File: config.mk
export PLATFORM = sky130hd
export DESIGN_NAME = median_hysteresis_occupancy_unit
export DESIGN_NICKNAME = d
export VERILOG_FILES = /design/src/mho_pkg.sv /design/src/mho_median.sv /design/src/median_hysteresis_occupancy_unit.sv
export SDC_FILE = /design/constraint.sdc
export NUM_CORES = 2
export LEC_CHECK = 0
export BUFFER_PORTS_ARGS = -buffer_cell sky130_fd_sc_hd__buf_2
export CAP_MARGIN = 20
export CORE_MARGIN = 2
export CORE_UTILIZATION = 40
export DETAILED_ROUTE_END_ITERATION = 12
export PLACE_DENSITY = 0.65
export SYNTH_ARGS = -nofsm -noshare
export SYNTH_HDL_FRONTEND = slang
export SYNTH_SLANG_ARGS = --single-unit
File: constraint.sdc
create_clock -name clk -period 10.6 [get_ports clk]
set_clock_uncertainty 0.2 [all_clocks]
set_input_delay 1.06 -clock clk [delete_from_list [all_inputs] [get_ports clk]]
set_output_delay 1.06 -clock clk [all_outputs]
set_load 0.005 [all_outputs]
File: src/mho_pkg.sv
package mho_pkg;

  // Field widths fixed by the interface.
  localparam int SAMPLE_W  = 10;
  localparam int ELAPSED_W = 16;
  localparam int THRESH_W  = 10;
  localparam int DWELL_W   = 12;
  localparam int SECONDS_W = 23;
  localparam int TIME_W    = 32;
  localparam int CFG_IDX_W = 2;
  localparam int CFG_DATA_W = 12;

  // Default window depth.
  localparam int WINDOW_SIZE_DEF = 5;

  // Millisecond constants. DWELL_MS_W holds a 12-bit dwell times 1000.
  localparam int MS_PER_S   = 1000;
  localparam int DWELL_MS_W = 22;

  // Exact floor(x / 1000) for any 32-bit x: (x * DIV_MULT) >> DIV_SHIFT.
  localparam int DIV_MULT_W = 29;
  localparam logic [DIV_MULT_W-1:0] DIV_MULT = 29'd274877907;
  localparam int DIV_SHIFT  = 38;
  localparam int PROD_W     = TIME_W + DIV_MULT_W;

  // Reset values of the configuration registers.
  localparam logic [THRESH_W-1:0] THRESH_RST = 10'd25;
  localparam logic [DWELL_W-1:0]  ENTER_RST  = 12'd3;
  localparam logic [DWELL_W-1:0]  LEAVE_RST  = 12'd60;

  // Configuration register indexes.
  typedef enum logic [CFG_IDX_W-1:0] {
    CFG_THRESHOLD = 2'd0,
    CFG_ENTER     = 2'd1,
    CFG_LEAVE     = 2'd2
  } cfg_idx_t;

  // Median ranking sequencer.
  typedef enum logic [1:0] {
    MED_IDLE,
    MED_LOAD,
    MED_CMP
  } med_state_t;

  // Top-level transaction sequencer.
  typedef enum logic [2:0] {
    TOP_IDLE,
    TOP_MEDIAN,
    TOP_TIME,
    TOP_DECIDE,
    TOP_DIV,
    TOP_FINISH
  } top_state_t;

  // Saturating add of an elapsed time onto a millisecond counter.
  function automatic logic [TIME_W-1:0] sat_add(input logic [TIME_W-1:0] a,
                                                input logic [ELAPSED_W-1:0] b);
    logic [TIME_W:0] s;
    s = {1'b0, a} + {{(TIME_W + 1 - ELAPSED_W){1'b0}}, b};
    return s[TIME_W] ? {TIME_W{1'b1}} : s[TIME_W-1:0];
  endfunction

endpackage

File: src/mho_median.sv
module mho_median #(
  parameter int WINDOW_SIZE = mho_pkg::WINDOW_SIZE_DEF
) (
  input  logic                        clk,
  input  logic                        rst_n,
  input  logic                        push,
  input  logic [mho_pkg::SAMPLE_W-1:0] sample,
  output logic                        done,
  output logic [mho_pkg::SAMPLE_W-1:0] median
);
  import mho_pkg::*;

  localparam int IDX_W = (WINDOW_SIZE > 1) ? $clog2(WINDOW_SIZE) : 1;
  localparam int CNT_W = $clog2(WINDOW_SIZE + 1);

  // Ring window storage; only the filled entries are ever read.
  logic [SAMPLE_W-1:0] win_r [WINDOW_SIZE];
  logic [IDX_W-1:0]    wr_idx_r, wr_idx_nxt;
  logic [CNT_W-1:0]    fill_r, fill_nxt;

  // Ranking sequencer state.
  med_state_t          state_r, state_nxt;
  logic [IDX_W-1:0]    cand_idx_r, cand_idx_nxt;
  logic [IDX_W-1:0]    cmp_idx_r, cmp_idx_nxt;
  logic [CNT_W-1:0]    lt_cnt_r, lt_cnt_nxt;
  logic [CNT_W-1:0]    le_cnt_r, le_cnt_nxt;
  logic [SAMPLE_W-1:0] cand_r, cand_nxt;
  logic [SAMPLE_W-1:0] median_r, median_nxt;
  logic                done_r, done_nxt;

  logic [IDX_W-1:0]    rd_idx;
  logic [SAMPLE_W-1:0] rd_data;
  logic [CNT_W-1:0]    rank_k;
  logic                last_cmp;

  // Single read port shared by candidate load and comparison.
  assign rd_idx  = (state_r == MED_LOAD) ? cand_idx_r : cmp_idx_r;
  assign rd_data = win_r[rd_idx];
  assign rank_k  = fill_r >> 1;
  assign last_cmp = (CNT_W'(cmp_idx_r) == (fill_r - CNT_W'(1)));

  // Window write pointer and fill level.
  always_comb begin
    wr_idx_nxt = wr_idx_r;
    fill_nxt   = fill_r;
    if (push) begin
      wr_idx_nxt = (wr_idx_r == IDX_W'(WINDOW_SIZE - 1)) ? '0 : wr_idx_r + IDX_W'(1);
      if (fill_r != CNT_W'(WINDOW_SIZE)) begin
        fill_nxt = fill_r + CNT_W'(1);
      end
    end
  end

  // Rank each candidate in turn: it is the median when at most rank_k entries
  // fall below it and more than rank_k fall at or below it.
  always_comb begin
    state_nxt    = state_r;
    cand_idx_nxt = cand_idx_r;
    cmp_idx_nxt  = cmp_idx_r;
    lt_cnt_nxt   = lt_cnt_r;
    le_cnt_nxt   = le_cnt_r;
    cand_nxt     = cand_r;
    median_nxt   = median_r;
    done_nxt     = 1'b0;
    case (state_r)
      MED_IDLE: begin
        if (push) begin
          cand_idx_nxt = '0;
          state_nxt    = MED_LOAD;
        end
      end
      MED_LOAD: begin
        cand_nxt    = rd_data;
        cmp_idx_nxt = '0;
        lt_cnt_nxt  = '0;
        le_cnt_nxt  = '0;
        state_nxt   = MED_CMP;
      end
      MED_CMP: begin
        lt_cnt_nxt  = lt_cnt_r + CNT_W'(rd_data < cand_r);
        le_cnt_nxt  = le_cnt_r + CNT_W'(rd_data <= cand_r);
        cmp_idx_nxt = cmp_idx_r + IDX_W'(1);
        if (last_cmp) begin
          if ((lt_cnt_nxt <= rank_k) && (le_cnt_nxt > rank_k)) begin
            median_nxt = cand_r;
            done_nxt   = 1'b1;
            state_nxt  = MED_IDLE;
          end else begin
            cand_idx_nxt = cand_idx_r + IDX_W'(1);
            state_nxt    = MED_LOAD;
          end
        end
      end
      default: begin
        state_nxt = MED_IDLE;
      end
    endcase
  end

  // Control registers.
  always_ff @(posedge clk) begin
    if (!rst_n) begin
      state_r  <= MED_IDLE;
      wr_idx_r <= '0;
      fill_r   <= '0;
      done_r   <= 1'b0;
    end else begin
      state_r  <= state_nxt;
      wr_idx_r <= wr_idx_nxt;
      fill_r   <= fill_nxt;
      done_r   <= done_nxt;
    end
  end

  // Datapath registers.
  always_ff @(posedge clk) begin
    if (push) begin
      win_r[wr_idx_r] <= sample;
    end
    cand_idx_r <= cand_idx_nxt;
    cmp_idx_r  <= cmp_idx_nxt;
    lt_cnt_r   <= lt_cnt_nxt;
    le_cnt_r   <= le_cnt_nxt;
    cand_r     <= cand_nxt;
    median_r   <= median_nxt;
  end

  assign done   = done_r;
  assign median = median_r;

endmodule

File: src/median_hysteresis_occupancy_unit.sv
// Occupancy detector: running upper median of motion samples with dwell
// hysteresis on the occupied / vacant decision.
//
// Input channel (in_valid / in_ready): one transaction carries a motion
// sample and the milliseconds elapsed since the previous one. Output channel
// (out_valid / out_ready): one transaction per input, giving the occupancy
// flag, the median of the filled window and whole seconds in the current
// state. Configuration: cfg_we with cfg_index selects threshold, enter dwell
// or leave dwell; other indexes are ignored. Write only while idle.
//
// The median is found by ranking one candidate at a time through a
// single shared read port, each candidate compared against every filled
// entry in turn; the median handoff, timer update, dwell decision, seconds
// conversion and output load then follow in that order. in_ready is high
// only while the sequencer is idle, so a new sample is not accepted until
// the previous one has gone through every step. The output register lets
// a new input in while the previous result is stalled; the next result
// then waits until it is taken. Synchronous reset empties the window,
// clears all timers, marks the zone vacant and restores default thresholds.
module median_hysteresis_occupancy_unit #(
  parameter int WINDOW_SIZE = mho_pkg::WINDOW_SIZE_DEF
) (
  input  logic                           clk,
  input  logic                           rst_n,
  input  logic                           in_valid,
  output logic                           in_ready,
  input  logic [mho_pkg::SAMPLE_W-1:0]   in_motion_sample,
  input  logic [mho_pkg::ELAPSED_W-1:0]  in_elapsed_ms,
  output logic                           out_valid,
  input  logic                           out_ready,
  output logic                           out_occupied,
  output logic [mho_pkg::SAMPLE_W-1:0]   out_median_level,
  output logic [mho_pkg::SECONDS_W-1:0]  out_state_seconds,
  input  logic                           cfg_we,
  input  logic [mho_pkg::CFG_IDX_W-1:0]  cfg_index,
  input  logic [mho_pkg::CFG_DATA_W-1:0] cfg_wdata
);
  import mho_pkg::*;

  // Configuration registers.
  logic [THRESH_W-1:0] thresh_r;
  logic [DWELL_W-1:0]  enter_r;
  logic [DWELL_W-1:0]  leave_r;

  // Sequencer and datapath registers.
  top_state_t          state_r, state_nxt;
  logic                occ_r, occ_nxt;
  logic [TIME_W-1:0]   state_ms_r, state_ms_nxt;
  logic [TIME_W-1:0]   enter_acc_r, enter_acc_nxt;
  logic [TIME_W-1:0]   leave_acc_r, leave_acc_nxt;
  logic [ELAPSED_W-1:0] dt_r, dt_nxt;
  logic [DWELL_MS_W-1:0] dwell_ms_r, dwell_ms_nxt;
  logic                qual_r, qual_nxt;
  logic [PROD_W-1:0]   prod_r, prod_nxt;

  logic                out_valid_r, out_valid_nxt;
  logic                out_occ_r, out_occ_nxt;
  logic [SAMPLE_W-1:0] out_med_r, out_med_nxt;
  logic [SECONDS_W-1:0] out_sec_r, out_sec_nxt;

  logic                in_fire;
  logic                med_done;
  logic [SAMPLE_W-1:0] med;
  logic                qual;
  logic [TIME_W-1:0]   acc_sel;
  logic [DWELL_W-1:0]  dwell_sel;

  assign in_ready = (state_r == TOP_IDLE);
  assign in_fire  = in_valid && in_ready;

  // Window storage and median ranking.
  mho_median #(
    .WINDOW_SIZE(WINDOW_SIZE)
  ) u_median (
    .clk   (clk),
    .rst_n (rst_n),
    .push  (in_fire),
    .sample(in_motion_sample),
    .done  (med_done),
    .median(med)
  );

  // Configuration writes.
  always_ff @(posedge clk) begin
    if (!rst_n) begin
      thresh_r <= THRESH_RST;
      enter_r  <= ENTER_RST;
      leave_r  <= LEAVE_RST;
    end else if (cfg_we) begin
      case (cfg_index)
        CFG_THRESHOLD: thresh_r <= cfg_wdata[THRESH_W-1:0];
        CFG_ENTER:     enter_r  <= cfg_wdata[DWELL_W-1:0];
        CFG_LEAVE:     leave_r  <= cfg_wdata[DWELL_W-1:0];
        default: begin
        end
      endcase
    end
  end

  // A median qualifies when it argues for leaving the current state.
  assign qual      = occ_r ? (med < thresh_r) : (med > thresh_r);
  assign acc_sel   = occ_r ? leave_acc_r : enter_acc_r;
  assign dwell_sel = occ_r ? leave_r : enter_r;

  // Transaction sequencer.
  always_comb begin
    state_nxt     = state_r;
    occ_nxt       = occ_r;
    state_ms_nxt  = state_ms_r;
    enter_acc_nxt = enter_acc_r;
    leave_acc_nxt = leave_acc_r;
    dt_nxt        = dt_r;
    dwell_ms_nxt  = dwell_ms_r;
    qual_nxt      = qual_r;
    prod_nxt      = prod_r;
    out_valid_nxt = out_valid_r;
    out_occ_nxt   = out_occ_r;
    out_med_nxt   = out_med_r;
    out_sec_nxt   = out_sec_r;

    if (out_valid_r && out_ready) begin
      out_valid_nxt = 1'b0;
    end

    case (state_r)
      TOP_IDLE: begin
        if (in_fire) begin
          dt_nxt    = in_elapsed_ms;
          state_nxt = TOP_MEDIAN;
        end
      end
      TOP_MEDIAN: begin
        // Timers update once the median is known.
        if (med_done) begin
          state_nxt = TOP_TIME;
        end
      end
      TOP_TIME: begin
        state_ms_nxt = sat_add(state_ms_r, dt_r);
        qual_nxt     = qual;
        dwell_ms_nxt = DWELL_MS_W'({{(DWELL_MS_W - DWELL_W){1'b0}}, dwell_sel}
                                   * DWELL_MS_W'(MS_PER_S));
        if (occ_r) begin
          leave_acc_nxt = qual ? sat_add(leave_acc_r, dt_r) : '0;
        end else begin
          enter_acc_nxt = qual ? sat_add(enter_acc_r, dt_r) : '0;
        end
        state_nxt = TOP_DECIDE;
      end
      TOP_DECIDE: begin
        // Dwell reached: change state and restart all timers.
        if (qual_r && (acc_sel >= {{(TIME_W - DWELL_MS_W){1'b0}}, dwell_ms_r})) begin
          occ_nxt       = !occ_r;
          state_ms_nxt  = '0;
          enter_acc_nxt = '0;
          leave_acc_nxt = '0;
        end
        state_nxt = TOP_DIV;
      end
      TOP_DIV: begin
        // Milliseconds to seconds by reciprocal multiplication.
        prod_nxt  = PROD_W'(state_ms_r) * PROD_W'(DIV_MULT);
        state_nxt = TOP_FINISH;
      end
      TOP_FINISH: begin
        if (!out_valid_r || out_ready) begin
          out_valid_nxt = 1'b1;
          out_occ_nxt   = occ_r;
          out_med_nxt   = med;
          out_sec_nxt   = prod_r[DIV_SHIFT +: SECONDS_W];
          state_nxt     = TOP_IDLE;
        end
      end
      default: begin
        state_nxt = TOP_IDLE;
      end
    endcase
  end

  // Control registers.
  always_ff @(posedge clk) begin
    if (!rst_n) begin
      state_r     <= TOP_IDLE;
      occ_r       <= 1'b0;
      state_ms_r  <= '0;
      enter_acc_r <= '0;
      leave_acc_r <= '0;
      out_valid_r <= 1'b0;
    end else begin
      state_r     <= state_nxt;
      occ_r       <= occ_nxt;
      state_ms_r  <= state_ms_nxt;
      enter_acc_r <= enter_acc_nxt;
      leave_acc_r <= leave_acc_nxt;
      out_valid_r <= out_valid_nxt;
    end
  end

  // Payload registers.
  always_ff @(posedge clk) begin
    dt_r       <= dt_nxt;
    dwell_ms_r <= dwell_ms_nxt;
    qual_r     <= qual_nxt;
    prod_r     <= prod_nxt;
    out_occ_r  <= out_occ_nxt;
    out_med_r  <= out_med_nxt;
    out_sec_r  <= out_sec_nxt;
  end

  assign out_valid         = out_valid_r;
  assign out_occupied      = out_occ_r;
  assign out_median_level  = out_med_r;
  assign out_state_seconds = out_sec_r;

endmodule

==> metrics.csv <==
metric,value,unit
status,"complete, no violations",
min_path_type,flop to flop,
first_pass_iters,5,
yosysWarningCount,0,
rr_startpoint,state_ms_r[9]$_SDFFE_PN0P_,
synth_cells,3082,
ys_ff_latch,319,
ioPinCount,81,
grt_pass1_wl,124000,um
dp_slack,2.62,ns
globalRoute.totalOverflow,0,
area_growth,9.02,%
antenna_found_initial,6,
cts_num_sinks,319,
power_density,96.6,nW/um^2
ys_types,87,
grt_max_degree,72,
max_freq,0.126,GHz
max-slew-margin-rel,0.338,
synth.avg_cell_area,10.3,um^2
post_cts.repair.setup_buffers,0,
drive_gt1_frac,0.0768,
timing.rr.end,prod_r[57]$_DFFE_PP_,
htreeDepth,2,
start_util,0.403,
rsz0062_at_grt,false,
clockBufferDepth,3,
synth_top_cell_by_area,fa_1,
rows,103,
syn_area,31700,um^2
p_leak,17.8,nW
dp_hpwl,62500,um
cp-start-kind,flop,
mostFrequentLayoutCells,"627 x inv_1, 539 x ha_1, 339 x fa_1, 189 x a21oi_1, 180 x nand2_1",
cts_tree,built,
r2r_slack,2.67,ns
synth_seq_area_share,0.257,
design_power_total,0.00334,W
drtAntennaViolNets,0,
hold_path_depth,0,
period_share,0.748,
worst_slack,2.67,ns
max-cap-violations,0,
finalWeightedCongestion,0.946,
finalMaxSlewViolations,0,
crit_type,flop to flop,
drc_errors,0,
cp.arrival,8.00,ns
die_h,286,um
vias,21770,
final-instance-count-excl-fill,4242,
synth_top_area_frac,0.214,
layout_commonest_cell,inv_1,
cp_max_fo,13,
async_reset_ff_frac,0,
drt_iter0_markers,1427,
crit_path_max_incr_delay,0.84,ns
clkTransAtPathRegs,0.07,ns
dieWidth,286,um
clkLatencyLatePin,0.53,ns
peakVddDrop,0.000143,V
synth-main-ff-cell,edfxtp_1,
finalSetupViolCount,0,
synth_nets,4005,
wire_per_inst,18.3,um
holdBufCountCts,0,
critical_path_required,10.67,ns
cts_buffers,34,
holdPathEnd,out_state_seconds[21]$_DFFE_PP_,
worstPathCellList,ha_1 > fa_1 > fa_1 > inv_1 > fa_1 > inv_1 > fa_1 > fa_1 > fa_1 > inv_1 > fa_1 > inv_1 > ha_1 > a21oi_1 > o21a_1 > o2111ai_1 > a211o_1 > a221oi_4 > o21ba_2 > o211ai_2 > o211ai_1 > a21oi_1 > xor2_1,
cts-root-buf,clkbuf_16,
dp_cells,4179,
worstMarginPinSlew,0.968,ns
wl,77500,um
slowest_stage,dfxtp_1,
routed_via_density,5.13,
post-route-min-period,7.93,ns
grt_pass1_vias,22590,
hold_viol,0,
crit_top_cell,fa_1,
finalNetCount,4090,
hold_start,prod_r[59]$_DFFE_PP_,
grt_use_total,0.193,
core-area,78700,um^2
fillerInstances,7383,
synth_edf_count,175,
io_buffer_count,80,
ctsResizeCount,0,
tns,0,ns
yosys-top-cells-area,"fa_1 21%, ha_1 21%, edfxtp_1 17%, dfxtp_1 9.1%, inv_1 7.4%",
cp-end-kind,flop,
dieArea,81500,um^2
r2r_cells,23,
## stage by stage
| step | hold WS, ns | utilization | instance area (um^2) |
|---|---|---|---|
| 6_report | 0.220 | 0.439 | 34600 |
| 5_1_grt | 0.227 | 0.439 | 34600 |
| 4_1_cts | 0.217 | 0.439 | 34500 |
| 3_5_place_dp | 0.205 | 0.424 | 33400 |
| 3_3_place_gp | 0.205 | 0.424 | 33400 |
| 2_1_floorplan | 0.200 | - | 31700 |
## synthesized netlist by cell type (14+ instances only)
library cell	count
inv_1	628
edfxtp_1	175
nand3_1	52
a21oi_1	189
ha_1	539
nor2b_1	23
nand4_1	24
o21ai_0	115
fa_1	339
dfxtp_1	144
mux2_2	37
and2_1	18
xnor2_1	61
nor2_1	111
o21a_1	16
xor2_1	21
a21o_1	60
nor3_1	31
clkbuf_1	34
and3_1	17
nand2_1	180
a31oi_1	25
nor4_1	14
## final cells by class
class | instances | area (um^2) | share of cell area
inverters | 629 | 2360 | 0.0683
clock inverters | 20 | 208 | 0.00601
clock buffers | 40 | 947 | 0.0274
well taps | 1050 | 1310 | 0.0380
multi-input cells | 2082 | 21000 | 0.608
repair buffers | 101 | 568 | 0.0164
flip-flops and latches | 319 | 8140 | 0.235
diodes | 1 | 2.50 | 0.0000724
## report_power, final
| part | internal, W | total, W | switching (W) | leakage (nW) |
|---|---|---|---|---|
| registers | 0.00139 | 0.00144 | 0.0000418 | 2.78 |
| clock network | 0.000740 | 0.00126 | 0.000522 | 0.565 |
| logic | 0.000295 | 0.000644 | 0.000349 | 14.4 |
## metal layers
layer	GRT usage	share of wire	wire, um
met5	0	0.00079	61
met2	0.314	0.46	35300
met1	0.267	0.46	36000
met3	0.0281	0.050	3850
met4	0.0572	0.029	2280
## state kept, by name (all words and copies together) (netlist names), 10 cells and up
signal / flops
u_median.win_r: 50
state_ms_r: 32
u_median.cand_r: 10
dwell_ms_r: 19
u_median.median: 10
dt_r: 16
enter_acc_r: 32
leave_acc_r: 32
enter_r: 12
prod_r: 23
out_state_seconds: 23
leave_r: 12
thresh_r: 10
out_median_level: 10
## worst max-delay path, delay by kind of cell, from the launching register on
family	cells	cell delay, ns
compound gates	9	2.08
xor+xnor	1	0.15
fa+ha+maj	9	4.21
buf+inv	4	0.19
flops	1	0.84
## worst max path at each step
stage	startpoint	endpoint	cells past startpoint
5_1_grt	state_ms_r[9]$_SDFFE_PN0P_	prod_r[57]$_DFFE_PP_	23
4_1_cts	state_ms_r[9]$_SDFFE_PN0P_	prod_r[57]$_DFFE_PP_	23
3_3_place_gp	state_ms_r[9]$_SDFFE_PN0P_	prod_r[57]$_DFFE_PP_	23
2_1_floorplan	state_ms_r[9]$_SDFFE_PN0P_	prod_r[56]$_DFFE_PP_	23
6_report	state_ms_r[9]$_SDFFE_PN0P_	prod_r[57]$_DFFE_PP_	23
3_5_place_dp	state_ms_r[9]$_SDFFE_PN0P_	prod_r[57]$_DFFE_PP_	23
## cells by family (layout without fill, tap and decap cells)
group                      count (synthesis)  after routing  synth area share
adders and majority gates                878            878             0.427
buffers and inverters                    681            790            0.0813
AOI/OAI and AO/OA                        540            540             0.109
and+or+nand+nor                          522            522            0.0788
DFF                                      319            319             0.257
xor gates and xnor gates                  82             82            0.0227
muxes                                     60             60            0.0245
other                                      0              1                 0
Power figures use the tool's default switching activity.
